### config.mk
export PLATFORM = sky130hd
export DESIGN_NAME = file_uri_path_decoder_unit
export DESIGN_NICKNAME = d
export VERILOG_FILES = /design/src/rtl/fupd_pkg.sv /design/src/rtl/fupd_front.sv /design/src/rtl/fupd_queue.sv /design/src/rtl/fupd_back.sv /design/src/rtl/file_uri_path_decoder_unit.sv
export SDC_FILE = /design/constraint.sdc
export NUM_CORES = 1
export LEC_CHECK = 0
export BUFFER_PORTS_ARGS = -buffer_cell sky130_fd_sc_hd__buf_2
export CORE_ASPECT_RATIO = 1.5
export CORE_MARGIN = 2
export CORE_UTILIZATION = 45
export CTS_BUF_LIST = sky130_fd_sc_hd__clkbuf_2 sky130_fd_sc_hd__clkbuf_4 sky130_fd_sc_hd__clkbuf_8
export DETAILED_ROUTE_END_ITERATION = 10
export SKIP_LAST_GASP = 1
export SLEW_MARGIN = 20
export SYNTH_ARGS = -nofsm -noshare
export SYNTH_HDL_FRONTEND = slang
export SYNTH_SLANG_ARGS = --single-unit
### constraint.sdc
create_clock -name i_clk -period 18.3 [get_ports i_clk]
set_clock_uncertainty 0.2 [all_clocks]
set_input_delay 3.66 -clock i_clk [delete_from_list [all_inputs] [get_ports i_clk]]
set_output_delay 3.66 -clock i_clk [all_outputs]
set_load 0.03 [all_outputs]
### src/rtl/fupd_pkg.sv
package fupd_pkg;

    localparam int MAX_HELD_BREAKS_DEF = 16;
    localparam int QUEUE_DEPTH = 4;
    localparam int OPS_MAX = 4;

    localparam logic [7:0] CH_PCT   = 8'h25;
    localparam logic [7:0] CH_CR    = 8'h0D;
    localparam logic [7:0] CH_LF    = 8'h0A;
    localparam logic [7:0] CH_SLASH = 8'h2F;

    typedef enum logic [3:0] {
        PH_P0, PH_P1, PH_P2, PH_P3, PH_P4, PH_P5, PH_P6,
        PH_SEEK, PH_PATH, PH_BAD
    } t_phase;

    typedef enum logic [1:0] {
        ESC_IDLE, ESC_PCT, ESC_DIGIT
    } t_esc;

    typedef enum logic [1:0] {
        ST_OK, ST_BAD_PREFIX, ST_NO_PATH
    } t_status;

    typedef struct packed {
        logic [7:0] in_byte;
        logic       in_last;
    } t_in;

    typedef struct packed {
        logic [7:0] out_byte;
        logic       out_valid;
        logic       out_last;
        logic [1:0] out_status;
    } t_out;

    // one unit of work for the back end: a path byte or the closing status
    typedef struct packed {
        logic       is_end;
        logic [7:0] data;
        t_status    status;
    } t_op;

    typedef struct packed {
        logic valid;
        t_op  op;
    } t_qwr;

    typedef struct packed {
        logic valid;
        t_op  op;
    } t_qrd;

    function automatic logic [7:0] prefix_char(input t_phase ph);
        logic [7:0] ch;
        case (ph)
            PH_P0:   ch = 8'h66; // f
            PH_P1:   ch = 8'h69; // i
            PH_P2:   ch = 8'h6C; // l
            PH_P3:   ch = 8'h65; // e
            PH_P4:   ch = 8'h3A; // :
            PH_P5:   ch = 8'h2F; // /
            PH_P6:   ch = 8'h2F; // /
            default: ch = 8'h00;
        endcase
        return ch;
    endfunction

    function automatic logic is_hex(input logic [7:0] c);
        return (c >= 8'h30 && c <= 8'h39) || (c >= 8'h61 && c <= 8'h66)
            || (c >= 8'h41 && c <= 8'h46);
    endfunction

    function automatic logic [3:0] hex_val(input logic [7:0] c);
        logic [7:0] v;
        if (c >= 8'h30 && c <= 8'h39) begin
            v = c - 8'h30;
        end else if (c >= 8'h61 && c <= 8'h66) begin
            v = c - 8'h57;
        end else begin
            v = c - 8'h37;
        end
        return v[3:0];
    endfunction

endpackage

### src/rtl/fupd_front.sv
module fupd_front (
    input  logic           i_clk,
    input  logic           i_rst_n,
    input  logic           i_in_valid,
    input  fupd_pkg::t_in  i_in_data,
    output logic           o_in_ready,
    input  logic           i_q_full,
    output fupd_pkg::t_qwr o_q_wr
);

    fupd_pkg::t_phase r_phase, n_phase, w_phase_mid;
    fupd_pkg::t_esc   r_esc, n_esc, w_esc_mid;
    logic [7:0]       r_digit, n_digit;

    fupd_pkg::t_op    r_ops [fupd_pkg::OPS_MAX];
    fupd_pkg::t_op    w_ops [fupd_pkg::OPS_MAX];
    logic [2:0]       w_nops;
    logic [2:0]       r_pend;
    logic [1:0]       r_idx;

    logic [7:0] w_c;
    logic       w_pct, w_hex, w_thru, w_accept;

    assign w_c      = i_in_data.in_byte;
    assign w_pct    = (w_c == fupd_pkg::CH_PCT);
    assign w_hex    = fupd_pkg::is_hex(w_c);
    assign w_thru   = (r_phase == fupd_pkg::PH_PATH)
                   || (r_phase == fupd_pkg::PH_SEEK && w_c == fupd_pkg::CH_SLASH);
    assign w_accept = i_in_valid && o_in_ready;

    // next state: phase and escape tracking
    always_comb begin
        w_phase_mid = r_phase;
        w_esc_mid   = r_esc;
        n_digit     = r_digit;
        if (r_phase < fupd_pkg::PH_SEEK) begin
            w_phase_mid = (w_c == fupd_pkg::prefix_char(r_phase))
                        ? fupd_pkg::t_phase'(r_phase + 4'd1) : fupd_pkg::PH_BAD;
        end else if (r_phase == fupd_pkg::PH_SEEK) begin
            if (w_c == fupd_pkg::CH_SLASH) begin
                w_phase_mid = fupd_pkg::PH_PATH;
            end
        end else if (r_phase != fupd_pkg::PH_PATH) begin
            w_phase_mid = fupd_pkg::PH_BAD;
        end
        if (w_thru) begin
            case (r_esc)
                fupd_pkg::ESC_IDLE: begin
                    w_esc_mid = w_pct ? fupd_pkg::ESC_PCT : fupd_pkg::ESC_IDLE;
                end
                fupd_pkg::ESC_PCT: begin
                    if (w_hex) begin
                        w_esc_mid = fupd_pkg::ESC_DIGIT;
                        n_digit   = w_c;
                    end else begin
                        w_esc_mid = w_pct ? fupd_pkg::ESC_PCT : fupd_pkg::ESC_IDLE;
                    end
                end
                fupd_pkg::ESC_DIGIT: begin
                    w_esc_mid = (!w_hex && w_pct) ? fupd_pkg::ESC_PCT : fupd_pkg::ESC_IDLE;
                end
                default: begin
                    w_esc_mid = fupd_pkg::ESC_IDLE;
                end
            endcase
        end
        n_phase = i_in_data.in_last ? fupd_pkg::PH_P0 : w_phase_mid;
        n_esc   = i_in_data.in_last ? fupd_pkg::ESC_IDLE : w_esc_mid;
    end

    // outputs: the list of ops this byte causes
    always_comb begin
        for (int k = 0; k < fupd_pkg::OPS_MAX; k++) begin
            w_ops[k] = '0;
        end
        w_nops = 3'd0;
        if (w_thru) begin
            case (r_esc)
                fupd_pkg::ESC_IDLE: begin
                    if (!w_pct) begin
                        w_ops[w_nops[1:0]].data = w_c;
                        w_nops = w_nops + 3'd1;
                    end
                end
                fupd_pkg::ESC_PCT: begin
                    if (!w_hex) begin
                        w_ops[w_nops[1:0]].data = fupd_pkg::CH_PCT;
                        w_nops = w_nops + 3'd1;
                        if (!w_pct) begin
                            w_ops[w_nops[1:0]].data = w_c;
                            w_nops = w_nops + 3'd1;
                        end
                    end
                end
                fupd_pkg::ESC_DIGIT: begin
                    if (w_hex) begin
                        w_ops[w_nops[1:0]].data = {fupd_pkg::hex_val(r_digit),
                                                   fupd_pkg::hex_val(w_c)};
                        w_nops = w_nops + 3'd1;
                    end else begin
                        w_ops[w_nops[1:0]].data = fupd_pkg::CH_PCT;
                        w_nops = w_nops + 3'd1;
                        w_ops[w_nops[1:0]].data = r_digit;
                        w_nops = w_nops + 3'd1;
                        if (!w_pct) begin
                            w_ops[w_nops[1:0]].data = w_c;
                            w_nops = w_nops + 3'd1;
                        end
                    end
                end
                default: begin
                end
            endcase
        end
        if (i_in_data.in_last) begin
            if (w_phase_mid == fupd_pkg::PH_PATH) begin
                if (w_esc_mid != fupd_pkg::ESC_IDLE) begin
                    w_ops[w_nops[1:0]].data = fupd_pkg::CH_PCT;
                    w_nops = w_nops + 3'd1;
                end
                if (w_esc_mid == fupd_pkg::ESC_DIGIT) begin
                    w_ops[w_nops[1:0]].data = n_digit;
                    w_nops = w_nops + 3'd1;
                end
            end
            w_ops[w_nops[1:0]].is_end = 1'b1;
            if (w_phase_mid == fupd_pkg::PH_PATH) begin
                w_ops[w_nops[1:0]].status = fupd_pkg::ST_OK;
            end else if (w_phase_mid == fupd_pkg::PH_SEEK) begin
                w_ops[w_nops[1:0]].status = fupd_pkg::ST_NO_PATH;
            end else begin
                w_ops[w_nops[1:0]].status = fupd_pkg::ST_BAD_PREFIX;
            end
            w_nops = w_nops + 3'd1;
        end
    end

    // first op goes straight to the queue, the rest drain one a cycle while it is not full
    assign o_in_ready     = (r_pend == 3'd0) && !i_q_full;
    assign o_q_wr.valid   = (r_pend != 3'd0) ? !i_q_full : (w_accept && w_nops != 3'd0);
    assign o_q_wr.op      = (r_pend != 3'd0) ? r_ops[r_idx] : w_ops[0];

    always_ff @(posedge i_clk) begin
        if (!i_rst_n) begin
            r_phase <= fupd_pkg::PH_P0;
            r_esc   <= fupd_pkg::ESC_IDLE;
            r_pend  <= 3'd0;
            r_idx   <= 2'd0;
        end else if (w_accept) begin
            r_phase <= n_phase;
            r_esc   <= n_esc;
            r_pend  <= (w_nops != 3'd0) ? w_nops - 3'd1 : 3'd0;
            r_idx   <= 2'd1;
        end else if (r_pend != 3'd0 && !i_q_full) begin
            r_pend  <= r_pend - 3'd1;
            r_idx   <= r_idx + 2'd1;
        end
    end

    always_ff @(posedge i_clk) begin
        if (w_accept) begin
            r_digit <= n_digit;
            r_ops   <= w_ops;
        end
    end

endmodule

### src/rtl/fupd_queue.sv
module fupd_queue (
    input  logic           i_clk,
    input  logic           i_rst_n,
    input  fupd_pkg::t_qwr i_wr,
    output logic           o_full,
    output fupd_pkg::t_qrd o_head,
    input  logic           i_pop
);

    localparam int AW = $clog2(fupd_pkg::QUEUE_DEPTH);
    localparam int CW = $clog2(fupd_pkg::QUEUE_DEPTH + 1);

    fupd_pkg::t_op r_mem [fupd_pkg::QUEUE_DEPTH];
    logic [AW-1:0] r_wr, r_rd;
    logic [CW-1:0] r_cnt;
    logic          w_push, w_pop;

    assign w_push = i_wr.valid && !o_full;
    assign w_pop  = i_pop && (r_cnt != '0);
    assign o_full = (r_cnt == CW'(fupd_pkg::QUEUE_DEPTH));
    assign o_head.valid = (r_cnt != '0);
    assign o_head.op    = r_mem[r_rd];

    always_ff @(posedge i_clk) begin
        if (!i_rst_n) begin
            r_wr  <= '0;
            r_rd  <= '0;
            r_cnt <= '0;
        end else begin
            if (w_push) begin
                r_wr <= (r_wr == AW'(fupd_pkg::QUEUE_DEPTH - 1)) ? '0 : r_wr + 1'b1;
            end
            if (w_pop) begin
                r_rd <= (r_rd == AW'(fupd_pkg::QUEUE_DEPTH - 1)) ? '0 : r_rd + 1'b1;
            end
            if (w_push && !w_pop) begin
                r_cnt <= r_cnt + 1'b1;
            end else if (w_pop && !w_push) begin
                r_cnt <= r_cnt - 1'b1;
            end
        end
    end

    always_ff @(posedge i_clk) begin
        if (w_push) begin
            r_mem[r_wr] <= i_wr.op;
        end
    end

endmodule

### src/rtl/fupd_back.sv
module fupd_back #(
    parameter int MAX_HELD_BREAKS = fupd_pkg::MAX_HELD_BREAKS_DEF
) (
    input  logic           i_clk,
    input  logic           i_rst_n,
    input  fupd_pkg::t_qrd i_head,
    output logic           o_pop,
    output logic           o_out_valid,
    input  logic           i_out_ready,
    output fupd_pkg::t_out o_out_data
);

    localparam int CW = $clog2(MAX_HELD_BREAKS + 1);

    // held CR/LF run, oldest in bit 0 (1 = LF)
    logic [MAX_HELD_BREAKS-1:0] r_held, n_held;
    logic [CW-1:0]              r_hcnt, n_hcnt;
    logic                       r_ovalid;
    fupd_pkg::t_out             r_out, w_item;
    logic                       w_slot, w_emit, w_brk, w_lf;
    fupd_pkg::t_out             w_brk_item;

    assign w_slot = !r_ovalid || i_out_ready;
    assign w_brk  = (i_head.op.data == fupd_pkg::CH_CR) || (i_head.op.data == fupd_pkg::CH_LF);
    assign w_lf   = (i_head.op.data == fupd_pkg::CH_LF);

    always_comb begin
        w_brk_item            = '0;
        w_brk_item.out_byte   = r_held[0] ? fupd_pkg::CH_LF : fupd_pkg::CH_CR;
        w_brk_item.out_valid  = 1'b1;
    end

    always_comb begin
        n_held = r_held;
        n_hcnt = r_hcnt;
        o_pop  = 1'b0;
        w_emit = 1'b0;
        w_item = w_brk_item;
        if (i_head.valid && w_slot) begin
            if (i_head.op.is_end) begin
                // trailing breaks are dropped
                w_item            = '0;
                w_item.out_last   = 1'b1;
                w_item.out_status = i_head.op.status;
                w_emit = 1'b1;
                o_pop  = 1'b1;
                n_held = '0;
                n_hcnt = '0;
            end else if (w_brk) begin
                o_pop = 1'b1;
                if (r_hcnt == CW'(MAX_HELD_BREAKS)) begin
                    w_emit = 1'b1;
                    n_held = (r_held >> 1)
                           | (MAX_HELD_BREAKS'(w_lf) << (MAX_HELD_BREAKS - 1));
                end else begin
                    n_held = r_held | (MAX_HELD_BREAKS'(w_lf) << r_hcnt);
                    n_hcnt = r_hcnt + 1'b1;
                end
            end else if (r_hcnt != '0) begin
                w_emit = 1'b1;
                n_held = r_held >> 1;
                n_hcnt = r_hcnt - 1'b1;
            end else begin
                w_item           = '0;
                w_item.out_byte  = i_head.op.data;
                w_item.out_valid = 1'b1;
                w_emit = 1'b1;
                o_pop  = 1'b1;
                n_held = '0;
            end
        end
    end

    always_ff @(posedge i_clk) begin
        if (!i_rst_n) begin
            r_held   <= '0;
            r_hcnt   <= '0;
            r_ovalid <= 1'b0;
        end else begin
            r_held <= n_held;
            r_hcnt <= n_hcnt;
            if (w_emit) begin
                r_ovalid <= 1'b1;
            end else if (i_out_ready) begin
                r_ovalid <= 1'b0;
            end
        end
    end

    always_ff @(posedge i_clk) begin
        if (w_emit) begin
            r_out <= w_item;
        end
    end

    assign o_out_valid = r_ovalid;
    assign o_out_data  = r_out;

endmodule

### src/rtl/file_uri_path_decoder_unit.sv
// Decodes the path of a "file://" URI, one byte per transfer.
// Input channel: i_in_valid / o_in_ready with i_in_data (byte, last flag).
// Output channel: o_out_valid / i_out_ready with o_out_data. Path bytes come
// with out_valid set; after the last input byte one closing transfer carries
// out_last and the status (ok, bad prefix, no path slash).
// The front end checks the prefix, skips the host and resolves %XX escapes;
// each input byte yields zero to four ops (path bytes or the closing status),
// written to a four-entry queue one per cycle while it is not full; a byte that
// yields several ops holds the input until all are written (ordinary bytes: one
// per cycle). The back end holds CR/LF runs and releases one held break per
// cycle, while the output accepts, ahead of the next plain byte; when the run
// is full, a further break releases the oldest held break at once. Every result
// passes through a queue entry and the registered output; a stalled receiver
// fills the queue and then holds o_in_ready low, with no loss. Synchronous reset
// clears phase, escape state, queue and held run; there is no clearing pass.
module file_uri_path_decoder_unit #(
    parameter int MAX_HELD_BREAKS = fupd_pkg::MAX_HELD_BREAKS_DEF
) (
    input  logic           i_clk,
    input  logic           i_rst_n,
    input  logic           i_in_valid,
    output logic           o_in_ready,
    input  fupd_pkg::t_in  i_in_data,
    output logic           o_out_valid,
    input  logic           i_out_ready,
    output fupd_pkg::t_out o_out_data
);

    fupd_pkg::t_qwr q_wr;
    fupd_pkg::t_qrd q_head;
    logic           q_full, q_pop;

    fupd_front u_front (
        .i_clk      (i_clk),
        .i_rst_n    (i_rst_n),
        .i_in_valid (i_in_valid),
        .i_in_data  (i_in_data),
        .o_in_ready (o_in_ready),
        .i_q_full   (q_full),
        .o_q_wr     (q_wr)
    );

    fupd_queue u_queue (
        .i_clk   (i_clk),
        .i_rst_n (i_rst_n),
        .i_wr    (q_wr),
        .o_full  (q_full),
        .o_head  (q_head),
        .i_pop   (q_pop)
    );

    fupd_back #(
        .MAX_HELD_BREAKS (MAX_HELD_BREAKS)
    ) u_back (
        .i_clk       (i_clk),
        .i_rst_n     (i_rst_n),
        .i_head      (q_head),
        .o_pop       (q_pop),
        .o_out_valid (o_out_valid),
        .i_out_ready (i_out_ready),
        .o_out_data  (o_out_data)
    );

    a_no_push_when_full: assert property (@(posedge i_clk) disable iff (!i_rst_n)
        q_wr.valid |-> !q_full)
        else $error("op written to a full queue");

    a_pop_needs_head: assert property (@(posedge i_clk) disable iff (!i_rst_n)
        q_pop |-> q_head.valid)
        else $error("pop from an empty queue");

    a_status_only_on_last: assert property (@(posedge i_clk) disable iff (!i_rst_n)
        (o_out_valid && !o_out_data.out_last) |->
            (o_out_data.out_status == fupd_pkg::ST_OK && o_out_data.out_valid))
        else $error("path byte carries a status");

    a_last_has_no_byte: assert property (@(posedge i_clk) disable iff (!i_rst_n)
        (o_out_valid && o_out_data.out_last) |-> !o_out_data.out_valid)
        else $error("closing transfer marked as path byte");

endmodule
# == Word level (Yosys, flattened, before mapping) ==
# Memory sizes are Yosys's and may differ from the RTL's. A register that Yosys moved wholly into a read port is not among the register bits.
# Index checks and enable logic that the tools add are counted.
# totals
register_bits,104
ramBits,44
in_bits,13
out_inout_bits,14
elab_cells,252
memories,1
# classes
addsub,19
order_cmp,18
n_eq_ne,24
n_shift,1
muxes,110
bitwise,7
n_reduce_logical,44
# memory_table
memory,words,width,read_ports,rd_ports_with_merged_regs,write_ports,line,source
u_queue.r_mem,4,11,1,1,1,fupd_queue.sv:13,fupd_pkg::t_op r_mem [fupd_pkg::QUEUE_DEPTH];
# ops
op,count
44-bit 2-to-1 mux,9
44-bit bitwise mux,6
8-bit 2-to-1 mux,12
11-bit demux with 2-bit select,4
12-bit 2-to-1 mux,4
16-bit 2-to-1 mux,3
3-bit 2-to-1 mux,16
11-bit 2-to-1 mux,4
7-bit case mux with 6 select lines,1
4-bit 2-to-1 mux,10
"8-bit by 7-bit greater-or-equal comparator with 1-bit output, second input constant",3
"8-bit by 7-bit less-or-equal comparator with 1-bit output, second input constant",3
8-bit case mux with 3 select lines,1
11-bit binary-select mux with 2-bit select,1
"4-bit by 3-bit equality test with 1-bit output, second input constant",5
10-bit 2-to-1 mux,2
5-bit 2-to-1 mux,4
1-bit logical AND,19
1-bit 2-to-1 mux,19
2-bit 2-to-1 mux,9
"8-bit by 4-bit equality test with 1-bit output, second input constant",2
"8-bit by 6-bit equality test with 1-bit output, second input constant",2
"8-bit by 6-bit greater-or-equal comparator with 1-bit output, second input constant",2
"8-bit by 6-bit less-or-equal comparator with 1-bit output, second input constant",2
41 further kinds,80

# == Logic depth before layout (Yosys ltp) ==
# depth
word_depth,28
mapped_depth,29
mapped_depth_nobuf,27

# == By module ==
# From an unflattened synthesis, not the netlist that was laid out.
# unflattened
hier_cells,767
hier_area_um2,8769.7
# by_module_without_submodules
mod,instances,cells_per_inst,area_each_um2,seq_area_each_um2
fupd_front,1,472,4693.3,1781.7
fupd_queue,1,108,2063.2,1501.4
fupd_back,1,187,2013.2,800.8

# == Worst setup path before layout ==
# OpenSTA, ideal clock, no wires.
# synth_timing
kind,input -> register
start,in i_in_data[2] (netlist name)
end,reg u_queue.r_cnt[2]
setup_time_ns,0.076
t_arrival_ns,8.897
required_ns,18.024
slack_ns,9.128
cell_stages,27
n_path_buf,2
path_cell_list,buf_2 inv_1 ha_1 nor4b_1 a21oi_1 and3_1 or3_1 clkbuf_1 ha_1 a21oi_1 ha_1 a21oi_1 o22ai_1 ha_1 nor2b_1 nand2_1 o311ai_0 nor2_1 ha_1 nand2b_1 a21oi_1 ha_1 inv_1 fa_1 xor2_1 or3_1 a21boi_0
# synth_between
elab_chain_len,26
word_cells_on_any_way,56
# synth_lines
element,line,source
from (decl),file_uri_path_decoder_unit.sv:23,"input fupd_pkg::t_in i_in_data,"
branches (longest 18 deep; another with 8-bit by 6-bit greater-or-equal comparator with 1-bit output),n/a,
3-bit 2-to-1 mux (*),fupd_front.sv:115,if (i_in_data.in_last) begin
3-bit nonzero test (*),fupd_front.sv:140,assign o_q_wr.valid = (r_pend != 3'd0) ? !i_q_full : (w_accept && w_nops != 3'd0);
1-bit logical AND (*),fupd_front.sv:140,
1-bit 2-to-1 mux (*),fupd_front.sv:140,
1-bit logical AND (*),fupd_queue.sv:18,assign w_push = i_wr.valid && !o_full;
net u_queue.w_push,fupd_queue.sv:16,"logic w_push, w_pop;"
1-bit logical NOT,fupd_queue.sv:38,end else if (w_pop && !w_push) begin
1-bit logical AND,fupd_queue.sv:38,
2-bit nonzero test (no source line),n/a,
to (signal assigned),fupd_queue.sv:37,r_cnt <= r_cnt + 1'b1;
to (signal assigned),fupd_queue.sv:39,r_cnt <= r_cnt - 1'b1;
to (decl),fupd_queue.sv:15,logic [CW-1:0] r_cnt;
# Mark *: on every way through the listed nets, which the timed path passes. The select of a mux whose other input is x is not followed.
# A chain may end at the register's enable or synchronous reset.

# == Worst setup path in the final report ==
# layout_timing
start,in i_in_data[1] (netlist name)
end,reg u_queue.r_cnt[2]
# The elaborated chain is that of the path after synthesis.

==> metrics.md <==
| Metric | Value |
|---|---|
| Register area share after synthesis | 0.478 |
| Row count | 61 |
| Worst EP arrival | 9.92 ns |
| GRT overflow | 0 |
| # resized after CTS | 0 |
| Post-CTS Hold Fix Bufs | 0 |
| Diode count | 0 |
| Starting Density | 0.461 |
| Fmax | 103 MHz |
| DP HPWL | 14.6 mm |
| WS Path Type | input port to flip-flop |
| Setup violations, final | 0 |
| Die area | 0.0201 mm² |
| GR Util met2 | 0.389 |
| Area grow syn2layout | 7.39% |
| Fillers | 1697 |
| Register area | 0.00408 mm² |
| Power Dens Cells | 142 mW/mm² |
| VDD IR max | 0.0621 mV |
| IO Pins | 27 |
| Htree depth | 4 |
| Drt wl/cell | 18.7 µm |
| Antenna violations before repair | 0 |
| Worst hold slack | 0.258 ns |
| Number of port buffers | 26 |
| Clock Tree Buf Depth | 2 |
| Top cells by area, synth | edfxtp_1 (38%), dfxtp_1 (9.8%), ha_1 (6.0%), mux4_2 (5.0%), a21oi_1 (3.0%) |
| Yosys warnings | 0 |
| TritonCTS clock tree | done |
| Clock tree root buffer cell | clkbuf_8 |
| First-pass GRT wire length | 31.8 mm |
| RSZ-0062 raised after global routing | false |
| Most used flip-flop cell after synthesis | edfxtp_1 |
| Clock latency on the worst-skew pair | 0.45 ns |
| CP max FO | 12 |
| Crit path capture type | flip-flop |
| Core area | 0.0185 mm² |
| Met3 Use GR | 0.0322 |
| Post-synth EDFFs | 108 |
| Final Cycle Share | 0.532 |
| Cell type with the largest total area after synthesis | edfxtp_1 |
| GRT busiest layer | met2 |
| Mapped Avg Cell Area | 11.0 µm² |
| Post-Route WL | 19.6 mm |
| Post-CTS Setup Bufs | 0 |
| Vias in the first global route | 6393 |
| GP Congestion | 0.954 |
| Critical path's largest stage delay | 0.53 ns |
| Die Y-Extent | 173 µm |
| Max_cap viols | 0 |
| Multi-input logic area | 0.00409 mm² |
| Via Count | 6121 |
| Syn Inst Count | 778 |
| CP required | 18.47 ns |
| Outcome | finished clean |
| Gr usage total | 0.203 |
| FF+latch count, synth | 150 |
| Initial drt markers | 449 |
| Worst Tran Pin Value | 0.835 ns |
| Final ANT Viol Nets | 0 |
| Max Slew Vio Count | 0 |
| DR pass1 iterations | 5 |
| Post-synth cell types | 88 |
| Pwr Total | 0.00131 W |
| WP buf/inv | 3 |
| Crit-path leading delay family | simple AND/OR/NAND/NOR gates |
| # DRC | 0 |
| Clock-pin slew on the worst setup and hold paths | 0.09 ns |
| Slew HR | 0.443 |
| Final hold vios | 0 |
| Chip width | 117 µm |
| Sink Count | 150 |
| Setup TNS | 0 ns |
| Fraction of layout cells with a size suffix above 1 | 0.143 |
| Number of CTS-inserted buffers | 17 |
| Crit path launch type | input port |
| Area of the mapped netlist | 0.00854 mm² |
| Syn Nets | 834 |
| CP most frequent cell | ha_1 |
| Pin count of the biggest net entering global routing | 58 |
| Hold Crit Class | flip-flop to flip-flop |
| Critical-path top delay cell | or3_1 |
| Post-route minimum period | 9.74 ns |
| Leakage Power | 3.29 nW |
| GRT met1 Usage | 0.205 |
| Nets | 839 |
| Synth async-reset ratio | 0 |
| Avg Vias per Cell | 5.84 |
| Synth top area share | 0.380 |
## through the flow
step	area, µm²	std cells	setup WS (ns)	util
2_1_floorplan	8540	778	9.13	-
3_3_place_gp	8800	1016	8.62	0.475
3_5_place_dp	8800	1016	8.31	0.475
4_1_cts	9180	1048	8.71	0.495
5_1_grt	9180	1048	8.19	0.495
6_report	9180	1048	8.56	0.495
## cell usage after synthesis, types with 17 or more instances
cell and number:
a21oi_1 51, and2_1 24, clkbuf_1 29, dfxtp_1 42, edfxtp_1 108, ha_1 41
inv_1 42, mux4_2 19, nand2_1 60, nor2_1 47, nor2b_1 17, o21ai_0 32
## flip-flops by register name, summed over array words and instances (netlist names), named ones only
register and cells:
u_front.r_pend 3, u_queue.r_mem 44, u_back.r_held 16, u_queue.r_wr 2, u_back.o_out_data 12, u_queue.r_cnt 3
u_front.r_idx 2, u_front.r_esc 2, u_front.r_phase 4, u_queue.r_rd 2, u_back.o_out_valid 1, u_front.r_digit 8
u_back.r_hcnt 5, u_front.r_ops 44
## worst register-to-register path: cells and delay by family (launching register included)
family          cells  cell delay [ns]
fa+ha+maj           7             2.15
buf+inv             2             0.20
flops               1             0.39
xor+xnor            1             0.18
simple gates        8             1.85
compound gates      7             1.87
## report_power, final
| group | internal [W] | total [W] | switching (W) |
|---|---|---|---|
| logic | 0.000190 | 0.000497 | 0.000307 |
| registers | 0.000507 | 0.000570 | 0.0000628 |
| clock network | 0.0000997 | 0.000240 | 0.000141 |
## cell type report
class,count,area share
repair buffers,29,0.0166
well taps,252,0.0344
inverters,44,0.0180
multi-input cells,541,0.445
clock inverters,15,0.0151
clock buffers,17,0.0255
flip-flops and latches,150,0.445
## cell usage in the layout (no fill, tap or decap), types with 4 or more instances in the layout
cell / n
inv_6: 5
nand4_1: 5
a22oi_1: 12
nand2b_1: 7
nor4_1: 4
ha_1: 41
and3_1: 7
o21ai_0: 32
and3b_1: 4
a211oi_1: 4
o31ai_1: 6
o2bb2ai_1: 7
nor2b_1: 17
a22o_1: 5
buf_2: 26
a21o_1: 8
o41ai_1: 4
nor3_1: 14
a21oi_1: 51
and2_1: 24
mux2i_1: 9
nor3b_1: 5
mux2_2: 9
edfxtp_1: 108
mux4_2: 19
xor2_1: 6
a21boi_0: 7
or3_1: 7
a31oi_1: 10
nor2_1: 47
xnor2_1: 12
inv_1: 41
nand3_1: 12
nand2_1: 60
clkbuf_8: 17
o22ai_1: 10
nand3b_1: 4
dfxtp_1: 42
## per-layer routing
layer,vias to the layer above,part of all wire
met5,-,0
met1,2996,0.37
met4,0,0.029
li1,2913,-
met3,42,0.029
met2,170,0.57
## kinds of logic (layout without fill, tap and decap cells)
kind of cell | after synthesis | count (layout) | synth area share
and+or+nand+nor | 237 | 237 | 0.149
adders and majority gates | 43 | 43 | 0.0647
buffers and inverters | 87 | 105 | 0.0438
other | 1 | 1 | 0.000439
AOI/OAI and AO/OA | 203 | 203 | 0.167
DFF | 150 | 150 | 0.478
muxes | 39 | 39 | 0.0786
xor gates and xnor gates | 18 | 18 | 0.0185
## worst paths after layout
kind	to	depth (start not counted)	startpoint	slack, ns
max	u_queue.r_cnt[2]	26	i_in_data[1]	8.56
min	u_back.r_held[4]	2	u_back.r_held[5]	0.26
max reg2reg	u_queue.r_cnt[2]	25	u_front.r_phase[0]	11.38
min reg2reg	u_back.r_held[4]	2	u_back.r_held[5]	0.26
Power figures use the tool's default switching activity.
